--- src/rtl/rgbyuv_pkg.sv ---
// Shared types and constants for the RGB to YCbCr 4:2:0 converter.
// No dependencies; imported by every module of the block except rgbyuv_ram.
package rgbyuv_pkg;

  // configuration register port
  localparam int CFG_W = 13;
  localparam int CFG_IDX_W = 1;
  localparam logic [CFG_IDX_W-1:0] REG_FRAME_WIDTH  = 1'd0;
  localparam logic [CFG_IDX_W-1:0] REG_FRAME_HEIGHT = 1'd1;
  localparam logic [CFG_W-1:0] FRAME_WIDTH_RST  = 13'd640;
  localparam logic [CFG_W-1:0] FRAME_HEIGHT_RST = 13'd480;

  // BT.601 integer coefficients (magnitudes; signs are applied in the datapath)
  localparam int Y_KR = 66;
  localparam int Y_KG = 129;
  localparam int Y_KB = 25;
  localparam int ROUND = 128;
  localparam int Y_OFS = 16;
  localparam int CB_KR = 38;
  localparam int CB_KG = 74;
  localparam int CB_KB = 112;
  localparam int CR_KR = 112;
  localparam int CR_KG = 94;
  localparam int CR_KB = 18;
  // rounding plus the 128 offset pre-shifted by 8, keeps the sum non-negative
  localparam int CHROMA_BIAS = 128 + 32768;

  typedef logic [7:0] comp_t;

  // sums of a horizontal pixel pair, one per channel
  typedef struct packed {
    logic [8:0] r;
    logic [8:0] g;
    logic [8:0] b;
  } psum_t;

  // input register contents handed to the color datapath
  typedef struct packed {
    logic  valid;
    comp_t red;
    comp_t green;
    comp_t blue;
    psum_t psum;
    logic  chroma_ok;
    logic  eof;
  } stage1_t;

endpackage

--- src/rtl/rgbyuv_color.sv ---
// Color datapath: luma and block averages, then chroma and the output register.
// Depends on rgbyuv_pkg.
module rgbyuv_color
  import rgbyuv_pkg::*;
(
  input  logic    clk,
  input  logic    rst,
  input  stage1_t s1,
  input  psum_t   line_data,
  output logic    s1_take,
  output logic    out_valid,
  input  logic    out_stall,
  output comp_t   luma,
  output logic    chroma_valid,
  output comp_t   cb,
  output comp_t   cr,
  output logic    end_of_frame
);

  logic        s2_valid, s2_take, s2_cv, s2_eof;
  comp_t       s2_luma, s2_ar, s2_ag, s2_ab;
  logic [15:0] luma_acc;
  logic [9:0]  quad_r, quad_g, quad_b;
  logic [16:0] cb_acc, cr_acc;

  assign s2_take = !out_valid || !out_stall;
  assign s1_take = !s2_valid || s2_take;

  assign luma_acc = 16'(Y_KR * int'(s1.red) + Y_KG * int'(s1.green)
                        + Y_KB * int'(s1.blue) + ROUND);
  assign quad_r = {1'b0, s1.psum.r} + {1'b0, line_data.r};
  assign quad_g = {1'b0, s1.psum.g} + {1'b0, line_data.g};
  assign quad_b = {1'b0, s1.psum.b} + {1'b0, line_data.b};

  always_ff @(posedge clk) begin
    if (rst) begin
      s2_valid <= 1'b0;
    end else if (s1_take) begin
      s2_valid <= s1.valid;
    end
  end

  always_ff @(posedge clk) begin
    if (s1_take) begin
      s2_luma <= 8'(luma_acc[15:8] + 8'(Y_OFS));
      s2_ar   <= quad_r[9:2];
      s2_ag   <= quad_g[9:2];
      s2_ab   <= quad_b[9:2];
      s2_cv   <= s1.chroma_ok;
      s2_eof  <= s1.eof;
    end
  end

  // bias keeps both sums in 0..65535
  assign cb_acc = 17'(CB_KB * int'(s2_ab) + CHROMA_BIAS
                      - CB_KR * int'(s2_ar) - CB_KG * int'(s2_ag));
  assign cr_acc = 17'(CR_KR * int'(s2_ar) + CHROMA_BIAS
                      - CR_KG * int'(s2_ag) - CR_KB * int'(s2_ab));

  always_ff @(posedge clk) begin
    if (rst) begin
      out_valid <= 1'b0;
    end else if (s2_take) begin
      out_valid <= s2_valid;
    end
  end

  always_ff @(posedge clk) begin
    if (s2_take) begin
      luma         <= s2_luma;
      chroma_valid <= s2_cv;
      cb           <= s2_cv ? cb_acc[15:8] : '0;
      cr           <= s2_cv ? cr_acc[15:8] : '0;
      end_of_frame <= s2_eof;
    end
  end

endmodule

--- config.mk ---
export PLATFORM = sky130hd
export DESIGN_NAME = rgbyuv_color
export DESIGN_NICKNAME = d
export VERILOG_FILES = /design/src/rtl/rgbyuv_pkg.sv /design/src/rtl/rgbyuv_color.sv
export SDC_FILE = /design/constraint.sdc
export NUM_CORES = 1
export LEC_CHECK = 0
export BUFFER_PORTS_ARGS = -buffer_cell sky130_fd_sc_hd__buf_4
export CAP_MARGIN = 20
export CORE_UTILIZATION = 61
export CTS_CLUSTER_DIAMETER = 60
export DETAILED_ROUTE_END_ITERATION = 6
export PLACE_DENSITY_LB_ADDON = 0.3
export SYNTH_ARGS = -nofsm -noshare
export SYNTH_HDL_FRONTEND = slang
export SYNTH_SLANG_ARGS = --single-unit
--- constraint.sdc ---
create_clock -name clk -period 8.76 [get_ports clk]
set_clock_uncertainty 0.15 [all_clocks]
set_input_delay 0.438 -clock clk [delete_from_list [all_inputs] [get_ports clk]]
set_output_delay 0.438 -clock clk [all_outputs]
set_load 0.02 [all_outputs]
==> results.py <==
metrics = {
    "setup_path": {
        "cp_max_fo": 5,
        "critical_path_class": "flip-flop to flip-flop",
        "max_stage_delay_ps": 590,
        "path_buf_inv": 4,
        "r2r-start": "s2_ag[3]",
        "worst_ep_arrival_time_ps": 6380,
        "worstReg2RegEnd": "cr[7]",
        "cp.required_ps": 8710,
        "critPathCaptureType": "flip-flop",
        "rrSetupSlack_ps": 2330,
        "worstRegToRegCells": 25,
        "path_delay_family": "adder cells",
        "start_kind": "flip-flop",
        "slowest_stage": "fa_1",
    },
    "yosys": {
        "synthCells": 959,
        "synthMuxAreaShare": 0.001022,
        "synth.ff_latch_count": 62,
        "synth_edf_count": 60,
        "postSynth.asyncResetShare": 0,
        "netlist_area_sq_um": 9798,
        "synth_compound_area_frac": 0.09450,
        "synth_top_area_frac": 0.3167,
        "synth.yosys.warnings": 0,
        "synth_top_family_by_area": "adder cells",
        "syn_nets": 1378,
        "synth_cell_type_count": 55,
        "seq_area_frac_synth": 0.1880,
        "synthAdderAreaFrac": 0.4944,
        "syn_avg_cell_area_sq_um": 10.22,
        "yosys.area_share.simple": 0.06487,
        "synth_commonest_cells": "ha_1, inv_1, fa_1",
        "yosysTopAreaCell": "ha_1",
        "synth-main-ff-cell": "edfxtp_1",
        "synthTopCellsByArea": "ha_1, edfxtp_1, fa_1, inv_1, xnor2_1",
        "yosys.cell_count.top_type": "ha_1",
        "synth_xor_area_frac": 0.07521,
    },
    "clocking": {
        "clockRootBuffer": "clkbuf_16",
        "cts_buffer_depth": 2,
        "clock_sinks": 62,
        "cts_hold_buf": 0,
        "clk_pin_slew_ps": 60,
        "clkLatencyLatePin_ps": 350,
        "htreeDepth": 3,
        "ctsResizeCount": 0,
        "postCtsSetupRepairBufs": 0,
        "numCtsBuffers": 9,
        "cts_tree": "yes",
    },
    "detailed_routing": {
        "vias_per_cell": 5.254,
        "wl_per_cell_microns": 14.46,
        "ant_nets": 0,
        "first_pass_iters": 5,
        "drt_iter0_drc": 299,
        "drc_errors": 0,
        "totalWireLength_microns": 18750,
        "vias": 6815,
    },
    "floorplan": {
        "core_sq_um": 15430,
        "die-area_sq_um": 16570,
        "chipHeight_microns": 128.7,
        "pin_count": 112,
        "die_w_microns": 128.7,
        "rows": 45,
        "start_util": 0.6351,
    },
    "sta": {
        "fmaxAchievable_mhz": 155.6,
        "max_slew.worst_pin.slew_ps": 494.0,
        "slew_viol_final": 0,
        "hold_viol": 0,
        "timing.final.crit_share": 0.7336,
        "rsz0062_at_grt": "no",
        "final.setup.tns_ps": 0,
        "finalSetupViolCount": 0,
        "maxSlewHeadroom": 0.6687,
        "layout_min_cycle_time_ps": 6426,
    },
    "layout": {
        "regArea_sq_um": 1842,
        "drive_above_1_share": 0.1271,
        "synthToLayoutAreaGrowth_pct": 14.91,
        "fin_util": 0.7298,
        "multi_input_area_sq_um": 7158,
        "antenna_cells": 0,
        "nNetsFinal": 1500,
        "fill_cells": 1134,
    },
    "placement": {
        "gp_congestion": 0.8680,
        "port_buffers": 111,
        "hpwl_microns": 16260,
    },
    "status": {
        "status": "completed",
    },
    "global_route": {
        "grt_max_degree": 37,
        "grt_pass1_vias": 7125,
        "antenna_found_initial": 0,
        "overflow": 0,
        "grt_use_total": 0.2490,
        "grt_pass1_wl_microns": 31710,
    },
    "hold_path": {
        "min_to": "out_valid",
        "hp-start": "rst",
        "hold_depth": 2,
        "min_path_type": "input pin to flip-flop",
    },
    "flow_run": {
        "maxCapViolations": 0,
    },
}
==> sequential cells by signal, indices dropped and copies added, names as in the netlist <==
| register | cells |
|---|---|
| cb | 8 |
| cr | 8 |
| luma | 8 |
| s2_ab | 8 |
| s2_ag | 8 |
| s2_ar | 8 |
| s2_luma | 8 |
| chroma_valid | 1 |
| end_of_frame | 1 |
| out_valid | 1 |
| s2_cv | 1 |
| s2_eof | 1 |
| s2_valid | 1 |
==> how the worst max path moves through the flow <==
stage	to	slack, ps	cells past startpoint	startpoint
floorplan	s2_luma[7]	2490	22	s1[47]
finish	cr[7]	2330	25	s2_ag[3]
CTS	cr[7]	2350	25	s2_ag[3]
detailed placement	s2_luma[7]	2010	23	s1[47]
global placement	s2_luma[7]	2240	23	s1[47]
global route	cr[7]	1980	25	s2_ag[3]
==> cell usage in the layout, fill, tap and decap left out, types with 3 or more instances in the layout <==
master,synthesis,layout
o21bai_1,15,15
a211o_1,3,3
ha_1,248,248
or3_1,3,3
o21a_1,4,4
a21oi_1,56,56
nor3_1,6,6
o21ai_1,12,12
edfxtp_1,60,60
xor2_1,21,21
a21o_1,13,13
nand3_1,9,8
and2_1,12,12
nand2_1,21,21
o21ai_0,15,15
xnor2_1,60,60
clkbuf_16,0,9
inv_1,211,211
buf_4,0,111
and3_1,6,6
and3b_1,3,3
fa_1,87,87
nor2b_1,16,16
a21boi_0,3,3
nand3b_1,3,3
a31oi_1,6,6
nand2b_1,5,5
nor2_1,23,23
==> routing by layer <==
metal / share of wire / wire length [microns] / vias to the layer above / GRT usage
li1: - / - / 3467 / -
met1: 0.44 / 8330 / 3227 / 0.3061
met2: 0.51 / 9654 / 103 / 0.4556
met3: 0.027 / 498 / 18 / 0.03451
met4: 0.014 / 269 / 0 / 0.06851
met5: 0 / 0 / - / 0
==> cell families (layout without fill, tap and decap cells) <==
kind of cell    after synthesis  after routing
simple gates                118            118
mux                           1              1
compound gates              147            147
fa+ha+maj                   335            335
flops                        62             62
xor+xnor                     82             82
buf+inv                     214            341
==> stage by stage <==
| stage | area [sq um] | hold slack [ps] | setup WS (ps) | instances |
|---|---|---|---|---|
| after detailed placement | 10890 | 254.5 | 2009 | 1279 |
| after floorplan | 9798 | 250.3 | 2493 | 959 |
| after global routing | 11260 | 105.2 | 1983 | 1297 |
| after CTS | 11220 | 102.0 | 2352 | 1295 |
| final | 11260 | 114.4 | 2334 | 1297 |
| after global placement | 10890 | 251.4 | 2238 | 1279 |
==> cell type report <==
| type | instances | share of cell area |
|---|---|---|
| clock buffers | 10 | 0.02122 |
| flip-flops and latches | 62 | 0.1636 |
| multi-input cells | 683 | 0.6357 |
| repair buffers | 113 | 0.07712 |
| clock inverters | 6 | 0.008223 |
| well taps | 211 | 0.02345 |
| inverters | 212 | 0.07067 |
Power is not shown: default switching activity piles up to over one toggle a cycle in this logic, so the estimate is an artifact.
